## src/rtl/sphp_pkg.sv

```systemverilog
// shared types, constants and the quarter-wave sine table builder
package sphp_pkg;

  typedef struct packed {
    logic [9:0]  pixel_x;
    logic [9:0]  pixel_y;
    logic [23:0] frame_position;
    logic [15:0] base_hue;
    logic [15:0] lightness;
  } pixel_t;

  localparam logic [13:0] ANGLE_STEP_RESET = 14'd819;
  localparam logic [17:0] RAD_TO_TURN_K    = 18'd166886;
  localparam logic [13:0] POS_LOW_K        = 14'd11215;
  localparam logic [16:0] POS_HIGH_K       = 17'd112147;
  localparam logic [17:0] POS_DIV_K        = 18'd210250;
  localparam logic [23:0] RECIP_3          = 24'd5592406;
  localparam logic [19:0] DIV_BIAS         = 20'd786432;
  localparam logic [33:0] HUE_HALF         = 34'd24576;
  localparam logic [63:0] PI_HALF_Q30      = 64'd1686629713;

  // taylor series of sin over the first quarter turn, q0.15 result
  function automatic logic [14:0] quarter_rom(input int unsigned i, input int unsigned b);
    logic [63:0] t;
    logic [63:0] t2;
    logic [63:0] term;
    logic [63:0] sum;
    logic [63:0] e;
    t = (64'(i) * PI_HALF_Q30) >> b;
    t2 = (t * t) >> 30;
    term = t;
    sum = t;
    for (int k = 1; k <= 5; k++) begin
      term = (term * t2) >> 30;
      case (k)
        1: term = term / 64'd6;
        2: term = term / 64'd20;
        3: term = term / 64'd42;
        4: term = term / 64'd72;
        default: term = term / 64'd110;
      endcase
      if (k[0]) sum = (sum >= term) ? sum - term : 64'd0;
      else sum = sum + term;
    end
    e = (sum * 64'd32767 + 64'd536870912) >> 30;
    if (e > 64'd32767) e = 64'd32767;
    return e[14:0];
  endfunction

endpackage

```

## src/rtl/sphp_front.sv

```systemverilog
// front end: takes pixel commands into a two-entry queue
module sphp_front (
  input  logic           clk,
  input  logic           rst,
  input  logic           start,
  input  sphp_pkg::pixel_t in_item,
  output logic           busy,
  output logic           out_valid,
  output sphp_pkg::pixel_t out_item
);
  import sphp_pkg::*;

  pixel_t     slot [0:1];
  logic       wr_ptr;
  logic       rd_ptr;
  logic [1:0] count;
  logic       push;
  logic       pop;

  assign busy      = (count == 2'd2);
  assign push      = start && !busy;
  // back end never stalls, so any queued beat leaves at once
  assign pop       = (count != 2'd0);
  assign out_valid = pop;
  assign out_item  = slot[rd_ptr];

  always_ff @(posedge clk) begin
    if (push) slot[wr_ptr] <= in_item;
  end

  always_ff @(posedge clk) begin
    if (rst) begin
      wr_ptr <= 1'b0;
      rd_ptr <= 1'b0;
      count  <= 2'd0;
    end else begin
      if (push) wr_ptr <= !wr_ptr;
      if (pop) rd_ptr <= !rd_ptr;
      count <= count + 2'(push) - 2'(pop);
    end
  end

endmodule

```

## config.mk

```make
export PLATFORM = sky130hd
export DESIGN_NAME = sphp_front
export DESIGN_NICKNAME = d
export VERILOG_FILES = /design/src/rtl/sphp_pkg.sv /design/src/rtl/sphp_front.sv
export SDC_FILE = /design/constraint.sdc
export NUM_CORES = 1
export LEC_CHECK = 0
export BUFFER_PORTS_ARGS = -buffer_cell sky130_fd_sc_hd__buf_2
export CORE_AREA = 2 2 143 145
export CTS_BUF_LIST = sky130_fd_sc_hd__clkbuf_8
export CTS_CLUSTER_DIAMETER = 60
export DETAILED_ROUTE_END_ITERATION = 16
export DIE_AREA = 0 0 145 147
export PLACE_DENSITY = 0.52
export SLEW_MARGIN = 10
export SYNTH_ARGS = -nofsm -noshare
export SYNTH_HDL_FRONTEND = slang
export SYNTH_SLANG_ARGS = --single-unit
```

## constraint.sdc

```tcl
create_clock -name clk -period 2.88 [get_ports clk]
set_input_delay 0.72 -clock clk [delete_from_list [all_inputs] [get_ports clk]]
set_output_delay 0.72 -clock clk [all_outputs]
set_load 0.02 [all_outputs]
```

# Yosys cells after proc, flatten, opt, wreduce, memory -nomap -nowiden
# Memories as Yosys holds them, arrays and structs flattened. A register that Yosys moved wholly into a read port is not among the register bits.
# Cells that the tools add are included.
# totals
ff_bits,4
ramBits,152
output_inout_bits,78
elab_cells,16
n_memories,1
# memory_table
name,words,word_bits,rd,rd_ports_with_merged_regs,wr,line_no,text
slot,2,76,1,1,1,sphp_front.sv:13,pixel_t slot [0:1];
# classes
n_addsub,2
n_eq_ne,1
muxes,4
reduce_logical,5
# ops
op,count
$mux 1,4
$logic_not 1->1,3
$add 2x1->2,1
$eq 2x2->1 const B,1
$reduce_bool 2->1,1
$sub 2x1->2,1
$logic_and 1x1->1,1

# Depth between registers and ports, before layout
# Gate-level depths: netlist of run 1.
# logic_depth
depth_word,5
mapped_depth,4

# Least setup slack after synthesis of run 1
# OpenSTA, ideal clock, no wires.
# synth_timing
path_kind,input -> register
start,input port start
end,memory slot[0][0] in the netlist's numbering (enable)
setup_time_ns,0.430
arrival_time_ns,2.606
required_time_ns,2.450
path_slack_ns,-0.156
stages,3
path_buffers,0
path_cell_list,inv_1 -> or3_1 -> inv_1
# synth_via
elab_chain_len,3
# synth_lines
item,line_no,text
start: declaration,sphp_front.sv:5,"input logic start,"
$logic_and 1x1->1,sphp_front.sv:21,assign push = start && !busy;
$mux 1,sphp_front.sv:28,if (push) slot[wr_ptr] <= in_item;
$mux 1 (implied by the code),sphp_front.sv:28,
end: declaration,sphp_front.sv:13,
# No other way between the ends.

==> flow_summary.json, run 1 <==
{
  "grt_pass1_wl_mm": 16.6,
  "crit_slowest_cell": "buf_12",
  "grt_start_max_net_pins": 77,
  "ys_seq_elements": 157,
  "crit_path_start_kind": "flip-flop",
  "antenna_found_initial": 0,
  "die_area_sq_mm": 0.0213,
  "die_x_um": 145,
  "h-tree-depth": 4,
  "rr_worst_depth": 5,
  "multi_input_area_sq_mm": 0.00108,
  "portBuffers": 156,
  "clk_path_buf_depth": 2,
  "core_sq_mm": 0.0198,
  "path_class": "reg2out",
  "synth_cell_type_count": 18,
  "ios": 157,
  "cts_root_buf": "clkbuf_8",
  "hold_ws_ns": 0.448,
  "postSynthCellCount": 256,
  "gp_congestion": 0.642,
  "hold_viol": 0,
  "place_ws_ns": 0.718,
  "synth_top_family_by_area": "multiplexers",
  "status": "complete, no violations",
  "ctsResizeCount": 0,
  "leakagePower_nw": 2.76,
  "layout-drive-gt1-share": 0.620,
  "yosysSeqAreaShare": 0.802,
  "synth_area_sq_mm": 0.00582,
  "floorplan.initialDensity": 0.293,
  "grt_pass1_vias": 3197,
  "cts_tree": "done",
  "synth_xor_area_frac": 0.00151,
  "r2r_end": "slot[0][39]$_DFFE_PP_",
  "rrSetupSlack_ns": 1.11,
  "synth_nets": 335,
  "drv_slew": 0,
  "vdd_drop_max_uv": 287,
  "cp.required_ns": 2.16,
  "finalSetupViolations": 0,
  "nNetsFinal": 506,
  "hpwl_mm": 6.61,
  "wl_met3_um": 622,
  "fillCellCount": 1897,
  "setup.worst_path.end": "out_item[10]",
  "drcViolationCount": 0,
  "grt_use_total": 0.103,
  "hold_buffers": 0,
  "cp.arrival_ns": 1.81,
  "vias": 2907,
  "timing.final.ws_setup_ns": 0.353,
  "regArea_sq_mm": 0.00467,
  "wl_mm": 10.6,
  "synth_simple_gate_area_share": 0.00731,
  "synthMuxAreaShare": 0.173,
  "insertion_delay_ns": 0.44,
  "rsz0062_at_grt": "false",
  "synth_compound_area_frac": 0.00258,
  "top_layer_used": "met4",
  "ys_warn_count": 0,
  "end_kind": "output pin",
  "wl_met1_mm": 4.35,
  "cts.clk_slew.worst_paths_ns": 0.08,
  "drt-initial-drc-count": 99,
  "diodes": 0,
  "finalCriticalPeriod_ns": 2.53,
  "syn_avg_cell_area_sq_um": 22.7,
  "crit_chain": "buf_12 -> mux2_2 -> buf_2",
  "cts_setup_buffers": 0,
  "synth_fa_ha_area_frac": 0,
  "antenna_left": 0,
  "drv_cap": 0,
  "r2r_start": "count[0]$_SDFF_PP0_",
  "dieHeight_um": 147,
  "routed_via_density": 4.10,
  "critPathMaxStageDelay_ns": 0.42,
  "area_delta_synth_final_pct": 26.0,
  "tightest_slew_ns": 0.527,
  "tns_ns": 0,
  "numCtsBuffers": 17,
  "route.met2.wl_mm": 5.45,
  "utilization": 0.369,
  "hold_path.class": "reg2reg",
  "clock_skew_ns": 0.00724,
  "cts.sinks": 157,
  "gr-total-overflow": 0,
  "slew_headroom": 0.649,
  "finalCritPeriodShare": 0.878,
  "max_freq_mhz": 396,
  "cellPowerDensity_mw_per_mm2": 661,
  "firstDrtPassIters": 4,
  "path_max_fanout": 76,
  "num_rows": 52,
  "layout_common_cells": "buf_2 (156), edfxtp_1 (152), mux2_4 (40)",
  "final_common_cell": "buf_2",
  "avgRoutedWirePerCell_um": 15.0
}
worst max-delay path, delay by kind of cell (launching register included):
kind	cells	cell delay, ns
mux	1	0.42
flops	1	0.35
buf+inv	2	0.58
synthesized netlist by cell type:
cell | n | area (sq um)
inv_1 | 2 | 7.51
nand2_1 | 1 | 3.75
dfxtp_1 | 5 | 100
mux2_4 | 40 | 601
nand2b_2 | 1 | 8.76
or2_2 | 1 | 6.26
buf_6 | 4 | 45.0
or3_1 | 1 | 6.26
buf_2 | 3 | 15.0
and3_1 | 1 | 6.26
nor2_1 | 3 | 11.3
inv_2 | 1 | 3.75
a21oi_1 | 2 | 10.0
xnor2_1 | 1 | 8.76
mux2_2 | 36 | 405
edfxtp_1 | 152 | 4560
o21ai_0 | 1 | 5.00
buf_4 | 1 | 7.51
state kept, by name (all words and copies together), names as in the netlist, named ones only:
signal  cells
slot      152
count       2
rd_ptr      1
wr_ptr      1
layout make-up:
type / count / area share
Sequential cell: 157 / 0.637
Multi-Input combinational cell: 88 / 0.147
Timing Repair Buffer: 160 / 0.116
Tap cell: 270 / 0.0461
Clock buffer: 17 / 0.0319
Clock inverter: 14 / 0.0198
Inverter: 3 / 0.00205
power breakdown:
part / internal, mW / leakage [nW] / total [mW] / switching (mW)
registers: 2.63 / 1.47 / 2.66 / 0.0250
clock network: 0.767 / 0.186 / 1.58 / 0.816
logic: 0.261 / 1.11 / 0.602 / 0.341
cells by family after synthesis:
kind of cell              Yosys count
buffers and inverters              11
AOI/OAI and AO/OA                   3
and+or+nand+nor                     8
xor gates and xnor gates            1
muxes                              76
DFF                               157
worst min-delay path by stage:
stage	from	endpoint	slack (ns)	cells past startpoint
after floorplan	count[0]$_SDFF_PP0_	count[1]$_SDFF_PP0_	0.42	2
after global placement	count[0]$_SDFF_PP0_	count[1]$_SDFF_PP0_	0.43	2
after detailed placement	count[0]$_SDFF_PP0_	count[1]$_SDFF_PP0_	0.45	2
after CTS	in_item[30]	slot[0][30]$_DFFE_PP_	0.41	1
after global routing	in_item[69]	slot[1][69]$_DFFE_PP_	0.42	1
final	count[0]$_SDFF_PP0_	count[1]$_SDFF_PP0_	0.45	2
per-layer routing:
layer	global-route usage	up-vias
met5	0	-
met2	0.175	99
li1	-	1344
met1	0.116	1452
met3	0.0366	12
met4	0.0505	0
through the flow:
step                power, mW  cells  instance area (sq um)
floorplan                3.10    256                   5820
global placement         3.31    678                   6950
detailed placement       3.33    678                   6950
CTS                      4.93    709                   7330
global route             5.05    709                   7330
finish                   4.84    709                   7330
Note: power is estimated with default switching activity, not from simulation.
==> inputs of run 2 (changes only) <==
--- a/config.mk
+++ b/config.mk
@@ -6,11 +6,11 @@
 export NUM_CORES = 1
 export LEC_CHECK = 0
 export BUFFER_PORTS_ARGS = -buffer_cell sky130_fd_sc_hd__buf_2
-export CORE_AREA = 2 2 143 145
+export CORE_AREA = 2 2 128 161
 export CTS_BUF_LIST = sky130_fd_sc_hd__clkbuf_8
 export CTS_CLUSTER_DIAMETER = 60
 export DETAILED_ROUTE_END_ITERATION = 16
-export DIE_AREA = 0 0 145 147
+export DIE_AREA = 0 0 130 163
 export PLACE_DENSITY = 0.52
 export SLEW_MARGIN = 10
 export SYNTH_ARGS = -nofsm -noshare
==> run 2 against run 1 <==
  * Flip-flop and latch count unchanged
  * Clock power about the same
  * Critical path depth unchanged
  * Power down 0.24%
  * Hold slack worse by 0.0035 ns
  * Clock skew up 0.0042 ns
  * Sequential share of layout area down 0.32 points
  * Wire length up 0.62%
  * First-iteration DRC count up 57%
  * Largest cell class unchanged
  * Clock-buffer cell count unchanged
==> flow_summary.json, run 2 (same netlist as run 1, synthesis figures left out) <==
{
  "status": "complete, no violations",
  "firstDrtPassIters": 4,
  "largest_register_ffs": 152,
  "numCtsBuffers": 17,
  "diodes": 0,
  "hold_viol": 0,
  "slew_headroom": 0.707,
  "antenna_found_initial": 1,
  "hold_buffers": 0,
  "leakagePower_nw": 2.79,
  "path_max_fanout": 15,
  "cellPowerDensity_mw_per_mm2": 656,
  "num_rows": 58,
  "top_register": "slot",
  "finalCritPeriodShare": 0.871,
  "die_area_sq_mm": 0.0212,
  "path_class": "reg2out",
  "nNetsFinal": 509,
  "tns_ns": 0,
  "drv_slew": 0,
  "cts.clk_slew.worst_paths_ns": 0.08,
  "rrSetupSlack_ns": 1.13,
  "crit_slowest_cell": "dfxtp_4",
  "r2r_start": "count[0]$_SDFF_PP0_",
  "rr_worst_depth": 5,
  "finalSetupViolations": 0,
  "ctsResizeCount": 0,
  "tightest_slew_ns": 0.439,
  "largestRegisters": "slot (152), count (2)",
  "fillCellCount": 1895,
  "cp.arrival_ns": 1.79,
  "hold_path_depth": 2,
  "ios": 157,
  "die_x_um": 130,
  "end_kind": "output pin",
  "grt_pass1_vias": 3108,
  "vias": 2914,
  "dieHeight_um": 163,
  "total_power_mw": 4.83,
  "holdCritStartpoint": "count[0]$_SDFF_PP0_",
  "grt_pass1_wl_mm": 16.0,
  "dp.cells": 681,
  "crit_buf_inv": 2,
  "grt_use_total": 0.103,
  "drcViolationCount": 0,
  "max_freq_mhz": 399,
  "crit_path_start_kind": "flip-flop",
  "crit_cells": 3,
  "hold_path_end": "count[1]$_SDFF_PP0_",
  "clock_skew_ns": 0.0114,
  "antenna_left": 0,
  "cts_root_buf": "clkbuf_8",
  "avgRoutedWirePerCell_um": 15.0,
  "r2r_end": "slot[0][43]$_DFFE_PP_",
  "insertion_delay_ns": 0.43,
  "hold_path.class": "reg2reg",
  "layout-drive-gt1-share": 0.616,
  "cp_top_family": "flip-flops",
  "portBuffers": 156,
  "final_cells": 713,
  "wl_mm": 10.7,
  "core_sq_mm": 0.0198,
  "hpwl_mm": 7.12,
  "h-tree-depth": 4,
  "floorplan.initialDensity": 0.294,
  "cts.sinks": 157,
  "critPathMaxStageDelay_ns": 0.52,
  "final_common_cell": "buf_2",
  "vdd_drop_max_uv": 257,
  "layout_common_cells": "buf_2 (156), edfxtp_1 (152), mux2_4 (40)",
  "rsz0062_at_grt": "false",
  "drv_cap": 0,
  "drt-initial-drc-count": 155,
  "crit_chain": "buf_4 -> mux2_2 -> buf_2",
  "finalCriticalPeriod_ns": 2.51,
  "area_delta_synth_final_pct": 26.6,
  "grt_start_max_net_pins": 77,
  "gp_congestion": 0.694,
  "routed_via_density": 4.09,
  "cp.required_ns": 2.16,
  "gr-total-overflow": 0,
  "clk_path_buf_depth": 2,
  "cts_setup_buffers": 0,
  "cts_tree": "done"
}
-- run 2: how the worst max path moves through the flow --
| stage | from | end | slack [ns] |
|---|---|---|---|
| floorplan | start | slot[0][0]$_DFFE_PP_ | 0.45 |
| global placement | start | slot[0][38]$_DFFE_PP_ | 0.75 |
| detailed placement | start | slot[0][38]$_DFFE_PP_ | 0.73 |
| CTS | flip-flop | out_item[1] | 0.30 |
| global route | flip-flop | out_item[4] | 0.26 |
| finish | flip-flop | out_item[1] | 0.37 |
-- run 2: power breakdown --
part | switching [mW] | internal (mW)
Sequential | 0.0344 | 2.63
Clock | 0.795 | 0.767
Combinational | 0.335 | 0.267
Total | 1.16 | 3.67
-- run 2: tightest hold or removal path, delay by kind of cell (launching register included) --
family        cells  cell delay [ns]
flops             1             0.32
simple gates      2             0.09
-- run 2: stage by stage --
| step | cell area (sq um) | worst slack (ns) | hold WS, ns | util |
|---|---|---|---|---|
| after floorplan | 5820 | 0.451 | 0.420 | - |
| after global placement | 6980 | 0.752 | 0.429 | 0.352 |
| after detailed placement | 6980 | 0.729 | 0.436 | 0.352 |
| after CTS | 7360 | 0.300 | 0.419 | 0.372 |
| after global routing | 7360 | 0.255 | 0.418 | 0.372 |
| final | 7360 | 0.372 | 0.445 | 0.372 |
-- run 2: metal layers --
metal	global-route usage	wire (um)	up-vias
li1	-	-	1357
met1	0.113	4210	1440
met2	0.173	5460	104
met3	0.0473	867	11
met4	0.0381	128	2
met5	0	13	-
-- run 2: area by class of cell --
cell class	count	area (sq um)	share of cell area
Clock inverter	15	148	0.0201
Multi-Input combinational cell	88	1080	0.146
Sequential cell	157	4670	0.634
Clock buffer	17	234	0.0318
Inverter	3	15.0	0.00204
Tap cell	270	338	0.0459
Timing Repair Buffer	163	883	0.120
